$ cat config.mk
export PLATFORM = sky130hd
export DESIGN_NAME = integer_to_ascii_formatter
export DESIGN_NICKNAME = d
export VERILOG_FILES = /design/src/rtl/ita_pkg.sv /design/src/rtl/ita_cell.sv /design/src/rtl/integer_to_ascii_formatter.sv
export SDC_FILE = /design/constraint.sdc
export NUM_CORES = 1
export LEC_CHECK = 0
export BUFFER_PORTS_ARGS = -buffer_cell sky130_fd_sc_hd__buf_2
export CORE_UTILIZATION = 60
export DETAILED_ROUTE_END_ITERATION = 12
export PLACE_DENSITY = 0.84
export SLEW_MARGIN = 0
export SYNTH_ARGS = -nofsm -noshare
export SYNTH_HDL_FRONTEND = slang
export SYNTH_SLANG_ARGS = --single-unit
$ cat constraint.sdc
create_clock -name clk -period 3.38 [get_ports clk]
set_input_delay 0.676 -clock clk [delete_from_list [all_inputs] [get_ports clk]]
set_output_delay 0.676 -clock clk [all_outputs]
set_load 0.02 [all_outputs]
$ cat src/rtl/ita_pkg.sv
// shared types, constants and helpers for the integer to ascii formatter
// no dependencies; imported by ita_cell and integer_to_ascii_formatter
package ita_pkg;

    // digit chain geometry
    localparam int NUM_CELLS = 11;
    localparam int DIGIT_W   = 4;
    localparam int VALUE_W   = 32;
    localparam int CNT_W     = 5;
    localparam int HEX_DIGITS = VALUE_W / 4;

    // last cycle index of the decimal conversion pass
    localparam logic [CNT_W-1:0] DABBLE_LAST = CNT_W'(VALUE_W - 1);
    localparam logic [CNT_W-1:0] CELL_COUNT  = CNT_W'(NUM_CELLS);

    // format selector codes
    localparam logic [1:0] FMT_UDEC = 2'd0;
    localparam logic [1:0] FMT_SDEC = 2'd1;
    localparam logic [1:0] FMT_OCT  = 2'd2;
    localparam logic [1:0] FMT_HEX  = 2'd3;

    // ascii codes
    localparam logic [7:0] CHR_ZERO  = 8'h30;
    localparam logic [7:0] CHR_MINUS = 8'h2D;
    localparam logic [7:0] CHR_X     = 8'h78;
    localparam logic [7:0] CHR_SPACE = 8'h20;

    localparam logic [7:0] DIGIT_CHARS [16] = '{
        8'h30, 8'h31, 8'h32, 8'h33, 8'h34, 8'h35, 8'h36, 8'h37,
        8'h38, 8'h39, 8'h41, 8'h42, 8'h43, 8'h44, 8'h45, 8'h46
    };

    // operation applied to every cell of the chain in the same cycle
    typedef enum logic [1:0] {
        CELL_HOLD,
        CELL_LOAD,
        CELL_DABBLE,
        CELL_SHIFT
    } cell_op_t;

    // sequencer states
    typedef enum logic [2:0] {
        ST_IDLE,
        ST_DABBLE,
        ST_PFX_A,
        ST_PFX_B,
        ST_DIGITS,
        ST_SUFFIX
    } state_t;

    typedef logic [DIGIT_W-1:0] digit_t;

    // digit loaded straight into cell idx for octal and hex, zero otherwise
    function automatic digit_t load_digit(input logic [1:0] cmd,
                                          input logic [VALUE_W-1:0] value,
                                          input int idx);
        logic [VALUE_W:0] wide;
        digit_t d;
        wide = {1'b0, value};
        d    = '0;
        case (cmd)
            FMT_OCT:
            begin
                d = {1'b0, 3'(wide >> (3 * idx))};
            end
            FMT_HEX:
            begin
                if (idx < HEX_DIGITS)
                begin
                    d = 4'(value >> (4 * idx));
                end
            end
            default:
            begin
                d = '0;
            end
        endcase
        return d;
    endfunction

endpackage

$ cat src/rtl/ita_cell.sv
// one digit cell of the chain: load, shift-add-3 conversion step, digit shift, or hold
// depends on ita_pkg
module ita_cell (
    input  logic              clk,
    input  ita_pkg::cell_op_t op,
    input  ita_pkg::digit_t   load_val,
    input  logic              carry_in,
    input  ita_pkg::digit_t   prev_digit,
    output ita_pkg::digit_t   digit,
    output logic              carry_out
);
    import ita_pkg::*;

    digit_t digit_reg;
    digit_t digit_next;
    digit_t adj;

    // add three when the digit would overflow on doubling
    always_comb
    begin
        adj = (digit_reg >= digit_t'(5)) ? digit_reg + digit_t'(3) : digit_reg;
    end

    // next digit per chain operation
    always_comb
    begin
        case (op)
            CELL_LOAD:   digit_next = load_val;
            CELL_DABBLE: digit_next = {adj[DIGIT_W-2:0], carry_in};
            CELL_SHIFT:  digit_next = prev_digit;
            default:     digit_next = digit_reg;
        endcase
    end

    always_ff @(posedge clk)
    begin
        digit_reg <= digit_next;
    end

    assign digit     = digit_reg;
    assign carry_out = adj[DIGIT_W-1];

endmodule

$ cat src/rtl/integer_to_ascii_formatter.sv
// integer to ascii formatter: decimal, signed decimal, octal, hex text output
// octal/hex go straight to the prefix; decimal first runs a shift-add-3 pass over all
// 32 value bits; all then shift the chain once per digit emitted or leading zero skipped
// throughput: one character per cycle, but none while stalled, skipping a leading zero or
// in the decimal pass; a new item is accepted only after the last character is emitted
// reset: rst_n async active low clears sequencer and output valid; needs ita_pkg, ita_cell
module integer_to_ascii_formatter (
    input  logic        clk,
    input  logic        rst_n,
    input  logic        s_axis_tvalid,
    output logic        s_axis_tready,
    input  logic [31:0] s_axis_tdata,   // [31:0] value
    input  logic [1:0]  s_axis_tuser,   // [1:0] cmd
    output logic        m_axis_tvalid,
    input  logic        m_axis_tready,
    output logic [7:0]  m_axis_tdata,   // [7:0] char_out
    output logic        m_axis_tlast    // last
);
    import ita_pkg::*;

    state_t state_reg, state_next;
    logic [1:0]         cmd_reg, cmd_next;
    logic               neg_reg, neg_next;
    logic               zero_reg, zero_next;
    logic               started_reg, started_next;
    logic [CNT_W-1:0]   cnt_reg, cnt_next;
    logic [VALUE_W-1:0] sh_reg, sh_next;
    logic               ovalid_reg, ovalid_next;
    logic [7:0]         ochar_reg, ochar_next;
    logic               olast_reg, olast_next;

    logic     accept;
    logic     can_emit;
    logic     skip;
    logic     emit;
    logic     emit_last;
    logic [7:0] emit_char;
    cell_op_t cell_op;
    digit_t   top_digit;
    logic     in_neg;

    digit_t digits [NUM_CELLS];
    logic   carries [NUM_CELLS];

    assign accept    = s_axis_tvalid && s_axis_tready;
    assign can_emit  = !ovalid_reg || m_axis_tready;
    assign top_digit = digits[NUM_CELLS-1];
    assign in_neg    = (s_axis_tuser == FMT_SDEC) && s_axis_tdata[VALUE_W-1];
    assign skip      = !started_reg && (top_digit == '0) && (cnt_reg != CNT_W'(1));

    // digit chain
    genvar gi;
    generate
        for (gi = 0; gi < NUM_CELLS; gi++)
        begin : g_cell
            digit_t ld;
            logic   cin;
            digit_t prev;
            assign ld = load_digit(s_axis_tuser, s_axis_tdata, gi);
            if (gi == 0)
            begin : g_first
                assign cin  = sh_reg[VALUE_W-1];
                assign prev = '0;
            end
            else
            begin : g_rest
                assign cin  = carries[gi-1];
                assign prev = digits[gi-1];
            end
            ita_cell u_cell (
                .clk        (clk),
                .op         (cell_op),
                .load_val   (ld),
                .carry_in   (cin),
                .prev_digit (prev),
                .digit      (digits[gi]),
                .carry_out  (carries[gi])
            );
        end
    endgenerate

    // outputs of the sequencer
    always_comb
    begin
        s_axis_tready = 1'b0;
        cell_op       = CELL_HOLD;
        emit          = 1'b0;
        emit_char     = CHR_ZERO;
        emit_last     = 1'b0;
        case (state_reg)
            ST_IDLE:
            begin
                s_axis_tready = 1'b1;
                if (accept)
                begin
                    cell_op = CELL_LOAD;
                end
            end
            ST_DABBLE:
            begin
                cell_op = CELL_DABBLE;
            end
            ST_PFX_A:
            begin
                emit      = 1'b1;
                emit_char = (cmd_reg == FMT_SDEC) ? CHR_MINUS : CHR_ZERO;
                emit_last = (cmd_reg == FMT_OCT) && zero_reg;
            end
            ST_PFX_B:
            begin
                emit      = 1'b1;
                emit_char = CHR_X;
            end
            ST_DIGITS:
            begin
                emit      = !skip;
                emit_char = DIGIT_CHARS[top_digit];
                emit_last = (cnt_reg == CNT_W'(1)) && (cmd_reg != FMT_UDEC);
                if (skip || can_emit)
                begin
                    cell_op = CELL_SHIFT;
                end
            end
            ST_SUFFIX:
            begin
                emit      = 1'b1;
                emit_char = CHR_SPACE;
                emit_last = 1'b1;
            end
            default:
            begin
                s_axis_tready = 1'b0;
            end
        endcase
    end

    // next state
    always_comb
    begin
        state_next = state_reg;
        case (state_reg)
            ST_IDLE:
            begin
                if (accept)
                begin
                    if (s_axis_tuser == FMT_UDEC || s_axis_tuser == FMT_SDEC)
                    begin
                        state_next = ST_DABBLE;
                    end
                    else
                    begin
                        state_next = ST_PFX_A;
                    end
                end
            end
            ST_DABBLE:
            begin
                if (cnt_reg == DABBLE_LAST)
                begin
                    state_next = neg_reg ? ST_PFX_A : ST_DIGITS;
                end
            end
            ST_PFX_A:
            begin
                if (can_emit)
                begin
                    if (cmd_reg == FMT_HEX)
                    begin
                        state_next = ST_PFX_B;
                    end
                    else if (cmd_reg == FMT_OCT && zero_reg)
                    begin
                        state_next = ST_IDLE;
                    end
                    else
                    begin
                        state_next = ST_DIGITS;
                    end
                end
            end
            ST_PFX_B:
            begin
                if (can_emit)
                begin
                    state_next = ST_DIGITS;
                end
            end
            ST_DIGITS:
            begin
                if (!skip && can_emit && cnt_reg == CNT_W'(1))
                begin
                    state_next = (cmd_reg == FMT_UDEC) ? ST_SUFFIX : ST_IDLE;
                end
            end
            ST_SUFFIX:
            begin
                if (can_emit)
                begin
                    state_next = ST_IDLE;
                end
            end
            default:
            begin
                state_next = ST_IDLE;
            end
        endcase
    end

    // datapath registers next values
    always_comb
    begin
        cmd_next     = cmd_reg;
        neg_next     = neg_reg;
        zero_next    = zero_reg;
        sh_next      = sh_reg;
        cnt_next     = cnt_reg;
        started_next = started_reg;

        if (accept)
        begin
            cmd_next  = s_axis_tuser;
            neg_next  = in_neg;
            zero_next = (s_axis_tdata == '0);
            sh_next   = in_neg ? (VALUE_W'(0) - s_axis_tdata) : s_axis_tdata;
            cnt_next  = '0;
        end
        else if (state_reg == ST_DABBLE)
        begin
            sh_next  = {sh_reg[VALUE_W-2:0], 1'b0};
            cnt_next = cnt_reg + CNT_W'(1);
        end
        else if (state_reg == ST_DIGITS && (skip || can_emit))
        begin
            cnt_next     = cnt_reg - CNT_W'(1);
            started_next = started_reg || !skip;
        end

        // arm the digit count on entry to the digit phase
        if (state_next == ST_DIGITS && state_reg != ST_DIGITS)
        begin
            cnt_next     = CELL_COUNT;
            started_next = 1'b0;
        end
    end

    // output register
    always_comb
    begin
        ovalid_next = ovalid_reg && !m_axis_tready;
        ochar_next  = ochar_reg;
        olast_next  = olast_reg;
        if (emit && can_emit)
        begin
            ovalid_next = 1'b1;
            ochar_next  = emit_char;
            olast_next  = emit_last;
        end
    end

    // control registers
    always_ff @(posedge clk or negedge rst_n)
    begin
        if (!rst_n)
        begin
            state_reg   <= ST_IDLE;
            ovalid_reg  <= 1'b0;
            started_reg <= 1'b0;
            cnt_reg     <= '0;
        end
        else
        begin
            state_reg   <= state_next;
            ovalid_reg  <= ovalid_next;
            started_reg <= started_next;
            cnt_reg     <= cnt_next;
        end
    end

    // payload registers
    always_ff @(posedge clk)
    begin
        cmd_reg   <= cmd_next;
        neg_reg   <= neg_next;
        zero_reg  <= zero_next;
        sh_reg    <= sh_next;
        ochar_reg <= ochar_next;
        olast_reg <= olast_next;
    end

    assign m_axis_tvalid = ovalid_reg;
    assign m_axis_tdata  = ochar_reg;
    assign m_axis_tlast  = olast_reg;

    // a new item only arrives behind the final character of the previous one
    a_accept_after_last: assert property (@(posedge clk) disable iff (!rst_n)
        (accept && m_axis_tvalid) |-> m_axis_tlast)
        else $error("item accepted while a non-final character is pending");

    // digit count stays within the chain during the digit phase
    a_digit_count: assert property (@(posedge clk) disable iff (!rst_n)
        (state_reg == ST_DIGITS) |-> (cnt_reg != '0 && cnt_reg <= CELL_COUNT))
        else $error("digit count out of range");

    // a 32-bit decimal value never reaches the top cell
    a_top_cell_clear: assert property (@(posedge clk) disable iff (!rst_n)
        (state_reg == ST_DABBLE && cnt_reg == DABBLE_LAST) |=> (top_digit == '0))
        else $error("decimal conversion overflowed the digit chain");

    // output character is never dropped under back pressure
    a_no_overwrite: assert property (@(posedge clk) disable iff (!rst_n)
        (ovalid_reg && !m_axis_tready) |=> ovalid_reg)
        else $error("pending character lost");

endmodule
==> impl_metrics.env, run 1 <==
export IMPL_netlist_instances=652
export IMPL_cts_max_path_buffers=2
export IMPL_leakage_nw=2.64
export IMPL_hpwl_mm=11.4
export IMPL_drtPass1Iterations=7
export IMPL_area_growth_pct=8.37
export IMPL_grt_pass1_wl_mm=26.0
export IMPL_fmax_mhz=357
export IMPL_synth_common_cells="edfxtp_1 (88), nand2_1 (73), o21ai_0 (55)"
export IMPL_yosysWarnings=0
export IMPL_relSlewSlack_pct=35.6
export IMPL_synth_cell_types=63
export IMPL_skew_ns=0.00910
export IMPL_crit_end="g_cell[10].u_cell.digit[1]"
export IMPL_die_height_um=106
export IMPL_final_antenna_net_count=0
export IMPL_worstReg2RegStart="cnt_reg[1]"
export IMPL_gp_congestion=0.909
export IMPL_clk_latency_ns=0.37
export IMPL_cts_made_buffers=9
export IMPL_fin_util_pct=67.7
export IMPL_core_area_um2=10400
export IMPL_io_pins=49
export IMPL_fill_cells=839
export IMPL_ff2ff_setup_slack_ns=0.58
export IMPL_cp_max_fo=21
export IMPL_totalWireLength_mm=16.3
export IMPL_rsz0062_at_grt="false"
export IMPL_initial_core_util_pct=62.5
export IMPL_antenna_found_initial=2
export IMPL_htree_num_levels=3
export IMPL_synthArstFlopShare_pct=10.2
export IMPL_grt_overflow=0
export IMPL_avgViaCountPerCell=6.60
export IMPL_layout_drive_gt1_share_pct=14.2
export IMPL_dieArea_um2=11300
export IMPL_finalHoldViolations=0
export IMPL_synth_nets=720
export IMPL_required_ns=3.59
export IMPL_power_density_nw_per_um2=983
export IMPL_synth_area_leaders="edfxtp_1 (41%), ha_1 (5.8%), a221o_1 (4.3%)"
export IMPL_setup_violations=0
export IMPL_synth_area_um2=6500
export IMPL_ys_seq_elements=98
export IMPL_startpoint_type="register"
export IMPL_grt_usage_pct=29.9
export IMPL_routedWlPerCell_um=19.6
export IMPL_outcome="finished clean"
export IMPL_synth_edff_count=88
export IMPL_cts_tree="built"
export IMPL_drc=0
export IMPL_min_period_ns=2.80
export IMPL_cts_hold_buf=0
export IMPL_hp_class="input port to asynchronous set/reset pin"
export IMPL_synth_area_per_cell_um2=9.98
export IMPL_worst_r2r_cell_count=8
export IMPL_r2r_end="g_cell[10].u_cell.digit[1]"
export IMPL_post_synth_top_count_cell="edfxtp_1"
export IMPL_ys_seq_area_share_pct=44.5
export IMPL_layout_nets=760
export IMPL_path_clk_slew_ns=0.09
export IMPL_vdd_drop_max_uv=1170
export IMPL_criticalPathCategory="register to register"
export IMPL_vias=5507
export IMPL_synthFlopType="edfxtp_1"
export IMPL_crit_path_start="cnt_reg[1]"
export IMPL_cts_root_buf="clkbuf_8"
export IMPL_cts_setup_buffers=0
export IMPL_first_global_vias=5320
export IMPL_die_x_um=106
export IMPL_fin_tns_setup_ns=0
export IMPL_portBuffers=47
export IMPL_drt_iter0_drc=593
export IMPL_drv_slew=0
export IMPL_tightest_slew_ns=0.966
export IMPL_grt_max_degree=66
export IMPL_clock_sinks=98
export IMPL_drv_cap=0
export IMPL_end_kind="register"
export IMPL_cts_resized=0
export IMPL_netlist_area_leader_share_pct=40.6
export IMPL_yosys_area_top_type="edfxtp_1"
export IMPL_finalCritPeriodShare_pct=83.0
export IMPL_rows=37
export IMPL_arrival_ns=3.02
export IMPL_largest_reg_flops=44
per-layer routing:
| metal | wire length (um) | part of all wire (%) | track usage [%] | vias to the layer above |
|---|---|---|---|---|
| li1 | - | - | - | 2539 |
| met1 | 6990 | 43 | 40.7 | 2680 |
| met2 | 7620 | 47 | 46.5 | 251 |
| met3 | 1390 | 8.5 | 5.46 | 35 |
| met4 | 342 | 2.1 | 13.7 | 2 |
| met5 | 9 | 0.055 | 0 | - |
where the power goes:
group / leakage (nW) / internal, mW / switching, mW
Clock: 0.0710 / 0.261 / 0.424
Sequential: 0.995 / 2.32 / 0.500
Combinational: 1.57 / 1.36 / 2.06
metrics by stage:
step,total power [mW],cells,hold slack (ns),setup WS [ns],cell area (um^2)
after floorplan,5.21,652,0.380,0.242,6500
after global placement,5.94,817,0.502,0.508,6890
after detailed placement,6.18,817,0.510,0.483,6890
after CTS,6.87,833,0.152,0.638,7050
after global routing,7.40,833,0.166,0.464,7050
final,6.93,834,0.159,0.576,7050
worst min-delay path by stage:
stage,to,slack (ns)
after global placement,sh_reg[9],0.50
after CTS,m_axis_tvalid,0.15
after floorplan,cnt_reg[0],0.38
after global routing,state_reg[1],0.17
final,m_axis_tvalid,0.16
after detailed placement,sh_reg[5],0.51
placed cells by master (no fill, tap or decap), types with 14 or more instances in the layout:
cell type  count
ha_1          30
buf_4         16
o21ai_0       55
nand2b_1      15
o22ai_1       15
nor3_1        14
nor2_1        30
inv_1         31
a21oi_1       46
xor2_1        22
xnor2_1       18
edfxtp_1      88
nand2_1       72
a221o_1       28
buf_2         47
final cells by class:
type / count / area [um^2] / area share, %
Clock inverter: 6 / 33.8 / 0.479
Timing Repair Buffer: 64 / 375 / 5.32
Antenna cell: 1 / 2.50 / 0.0355
Tap cell: 136 / 170 / 2.41
Sequential cell: 98 / 2890 / 41.0
Clock buffer: 10 / 128 / 1.81
Multi-Input combinational cell: 487 / 3330 / 47.2
Inverter: 32 / 120 / 1.70
logic make-up (layout without fill, tap and decap cells):
logic type / count (synthesis) / in the layout / share of synthesized area [%]
compound gates: 202 / 202 / 21.3
xor+xnor: 40 / 40 / 5.39
fa+ha+maj: 30 / 30 / 5.77
buf+inv: 67 / 112 / 4.42
flops: 98 / 98 / 44.5
mux: 13 / 13 / 2.12
other cells: 1 / 2 / 0.0576
simple gates: 201 / 201 / 16.5
worst max-delay path: stages, from the launching register on:
cell and delay, ns:
dfrtp_1 0.43, inv_1 0.12, ha_1 0.18, nor4b_4 0.38, o21ai_4 0.17, a2111oi_4 0.76, buf_4 0.39, a22oi_1 0.13
o21ai_0 0.09
No activity file was read; power rests on OpenSTA's default activity.
==> run 2: changes to the inputs <==
--- a/config.mk
+++ b/config.mk
@@ -5,10 +5,11 @@
 export SDC_FILE = /design/constraint.sdc
 export NUM_CORES = 1
 export LEC_CHECK = 0
+export ABC_AREA = 1
 export BUFFER_PORTS_ARGS = -buffer_cell sky130_fd_sc_hd__buf_2
 export CORE_UTILIZATION = 60
 export DETAILED_ROUTE_END_ITERATION = 12
-export PLACE_DENSITY = 0.84
+export PLACE_DENSITY = 0.83
 export SLEW_MARGIN = 0
 export SYNTH_ARGS = -nofsm -noshare
 export SYNTH_HDL_FRONTEND = slang
==> constraint.sdc (replaced) <==
create_clock -name clk -period 2.8 [get_ports clk]
set_input_delay 0.56 -clock clk [delete_from_list [all_inputs] [get_ports clk]]
set_output_delay 0.56 -clock clk [all_outputs]
set_load 0.02 [all_outputs]
==> impl_metrics.env, run 2 <==
export IMPL_ys_seq_elements=98
export IMPL_netlist_instances=870
export IMPL_required_ns=2.79
export IMPL_stdcell_area_um2=7570
export IMPL_cts_resized=0
export IMPL_netlist_area_leader_share_pct=38.3
export IMPL_synthFlopType="edfxtp_1"
export IMPL_fin_tns_setup_ns=0
export IMPL_yosysWarnings=0
export IMPL_skew_ns=0.0122
export IMPL_drv_slew=0
export IMPL_crit_path_cell_trace="inv_1 -> ha_1 -> inv_1 -> nor2_1 -> nand3_2 -> nand2_2 -> nand2_4 -> inv_1 -> nor2_4 -> clkinvlp_4 -> buf_4"
export IMPL_vias=6336
export IMPL_dieArea_um2=11900
export IMPL_yosys_area_top_type="edfxtp_1"
export IMPL_die_x_um=109
export IMPL_core_area_um2=11000
export IMPL_largest_reg_flops=44
export IMPL_synthArstFlopShare_pct=10.2
export IMPL_synth_fa_ha_area_share_pct=5.44
export IMPL_cp_max_fo=44
export IMPL_leakage_nw=3.37
export IMPL_startpoint_type="register"
export IMPL_cts_root_buf="clkbuf_16"
export IMPL_r2r_end="g_cell[8].u_cell.digit[1]"
export IMPL_drv_cap=0
export IMPL_arrival_ns=2.47
export IMPL_synth_compound_area_share_pct=15.9
export IMPL_gp_congestion=0.931
export IMPL_final_common_cell="nand2_1"
export IMPL_post_synth_top_count_cell="nand2_1"
export IMPL_muxShareOfSynthArea_pct=0
export IMPL_synth_area_leaders="edfxtp_1 (38%), nand2_1 (12%), inv_1 (6.0%)"
export IMPL_yosys_area_share_simple_pct=26.0
export IMPL_synth_top_family_by_area="simple AND/OR/NAND/NOR gates"
export IMPL_ff2ff_setup_slack_ns=0.32
export IMPL_portBuffers=47
export IMPL_io_pins=49
export IMPL_antenna_found_initial=0
export IMPL_fmax_mhz=404
export IMPL_worstReg2RegStart="g_cell[10].u_cell.digit[1]"
export IMPL_outcome="finished clean"
export IMPL_yosys_area_share_xor_xnor_pct=1.91
export IMPL_antenna_cells=0
export IMPL_layout_nets=980
export IMPL_final_cell_mix="nand2_1 (220), inv_1 (108), edfxtp_1 (88), nand3_1 (81), o21ai_0 (75)"
export IMPL_final_antenna_net_count=0
export IMPL_layout_drive_gt1_share_pct=12.4
export IMPL_cpPeakStageDelay_ns=0.48
export IMPL_drt_iter0_drc=709
export IMPL_cts_hold_buf=0
export IMPL_synth_area_per_cell_um2=7.93
export IMPL_grt_usage_pct=31.1
export IMPL_synth_nets=938
export IMPL_end_kind="register"
export IMPL_tightest_slew_ns=0.758
export IMPL_layoutNonFillerInstCount=1057
export IMPL_rows=38
export IMPL_cts_max_path_buffers=2
export IMPL_worst_r2r_cell_count=11
export IMPL_dpl_cell_area_um2=7250
export IMPL_rsz0062_at_grt="false"
export IMPL_synth_common_cells="nand2_1 (220), inv_1 (110), edfxtp_1 (88)"
export IMPL_vdd_drop_max_uv=704
export IMPL_clk_latency_ns=0.36
export IMPL_die_height_um=109
export IMPL_synth_area_um2=6900
export IMPL_cts_made_buffers=9
export IMPL_fill_cells=922
export IMPL_fin_util_pct=68.6
export IMPL_crit_family="buffers and inverters"
export IMPL_finalHoldViolations=0
export IMPL_min_period_ns=2.48
export IMPL_hp_class="input port to asynchronous set/reset pin"
export IMPL_first_global_vias=5751
export IMPL_ys_seq_area_share_pct=42.0
export IMPL_hpwl_mm=12.4
export IMPL_cts_tree="built"
export IMPL_routedWlPerCell_um=16.5
export IMPL_avgViaCountPerCell=5.99
export IMPL_htree_num_levels=3
export IMPL_totalWireLength_mm=17.4
export IMPL_finalCritPeriodShare_pct=88.4
export IMPL_synth_edff_count=88
export IMPL_power_density_nw_per_um2=1130
export IMPL_cts_setup_buffers=0
export IMPL_critPathSlowestCell="buf_4"
export IMPL_setup_violations=0
export IMPL_relSlewSlack_pct=49.3
export IMPL_initial_core_util_pct=62.5
export IMPL_worst_path_most_repeated_cell="inv_1"
export IMPL_grt_max_degree=45
export IMPL_multiInputGateArea_um2=3410
export IMPL_area_growth_pct=9.73
export IMPL_clock_sinks=98
export IMPL_post_place_cells=1041
export IMPL_seqCellArea_um2=2890
export IMPL_crit_buf_inv=5
export IMPL_path_clk_slew_ns=0.07
export IMPL_drc=0
export IMPL_synth_cell_types=45
export IMPL_grt_pass1_wl_mm=28.1
export IMPL_drtPass1Iterations=5
export IMPL_criticalPathCategory="register to register"
export IMPL_grt_overflow=0
-- run 2: metal layers --
metal,vias up,share of wire [%],global-route usage [%]
li1,3056,-,-
met2,347,46,49.1
met4,0,2.4,12.8
met1,2902,42,42.3
met3,31,9.6,5.44
met5,-,0,0
-- run 2: worst max-delay path by stage --
stage | start | to | slack [ns] | cells after the start
floorplan | state_reg[0] | g_cell[0].u_cell.digit[0] | 0.06 | 8
global placement | g_cell[10].u_cell.digit[1] | g_cell[10].u_cell.digit[2] | 0.47 | 11
detailed placement | g_cell[10].u_cell.digit[1] | g_cell[7].u_cell.digit[2] | 0.39 | 11
CTS | g_cell[10].u_cell.digit[1] | g_cell[8].u_cell.digit[1] | 0.34 | 11
global route | g_cell[10].u_cell.digit[1] | g_cell[8].u_cell.digit[1] | 0.11 | 11
finish | g_cell[10].u_cell.digit[1] | g_cell[8].u_cell.digit[1] | 0.32 | 11
-- run 2: layout make-up --
type                       instances  area share, %
sequential                        98           38.2
clock buffer                      11           3.08
multi-input combinational        625           45.1
clock inverter                     5           1.04
timing repair buffer              58           4.20
tap                              140           2.32
inverter                         120           6.05
-- run 2: kinds of logic (layout without fill, tap and decap cells) --
kind of cell / Yosys count / after routing
flip-flops: 98 / 98
buffers and inverters: 147 / 194
other: 1 / 1
adder cells (fa/ha/maj): 30 / 30
XOR/XNOR: 15 / 15
AO/OA/AOI/OAI: 174 / 174
AND/OR/NAND/NOR: 405 / 405
-- run 2: worst reg2reg max path: stages (launching register included) --
cell and delay [ns]:
edfxtp_1 0.40, inv_1 0.21, ha_1 0.19, inv_1 0.04, nor2_1 0.12, nand3_2 0.11
nand2_2 0.09, nand2_4 0.12, inv_1 0.19, nor2_4 0.07, clkinvlp_4 0.06, buf_4 0.48
-- run 2: metrics by stage --
stage | setup slack (ns) | hold slack, ns | power [mW]
6_report | 0.325 | 0.0565 | 8.55
5_1_grt | 0.110 | 0.0693 | 9.22
4_1_cts | 0.344 | 0.0600 | 8.50
3_5_place_dp | 0.385 | 0.443 | 7.14
3_3_place_gp | 0.474 | 0.440 | 6.99
2_1_floorplan | 0.0633 | 0.264 | 6.15
-- run 2: power by group --
group | internal, mW | switching (mW)
Clock | 0.782 | 0.549
Sequential | 2.74 | 0.459
Combinational | 1.30 | 2.72
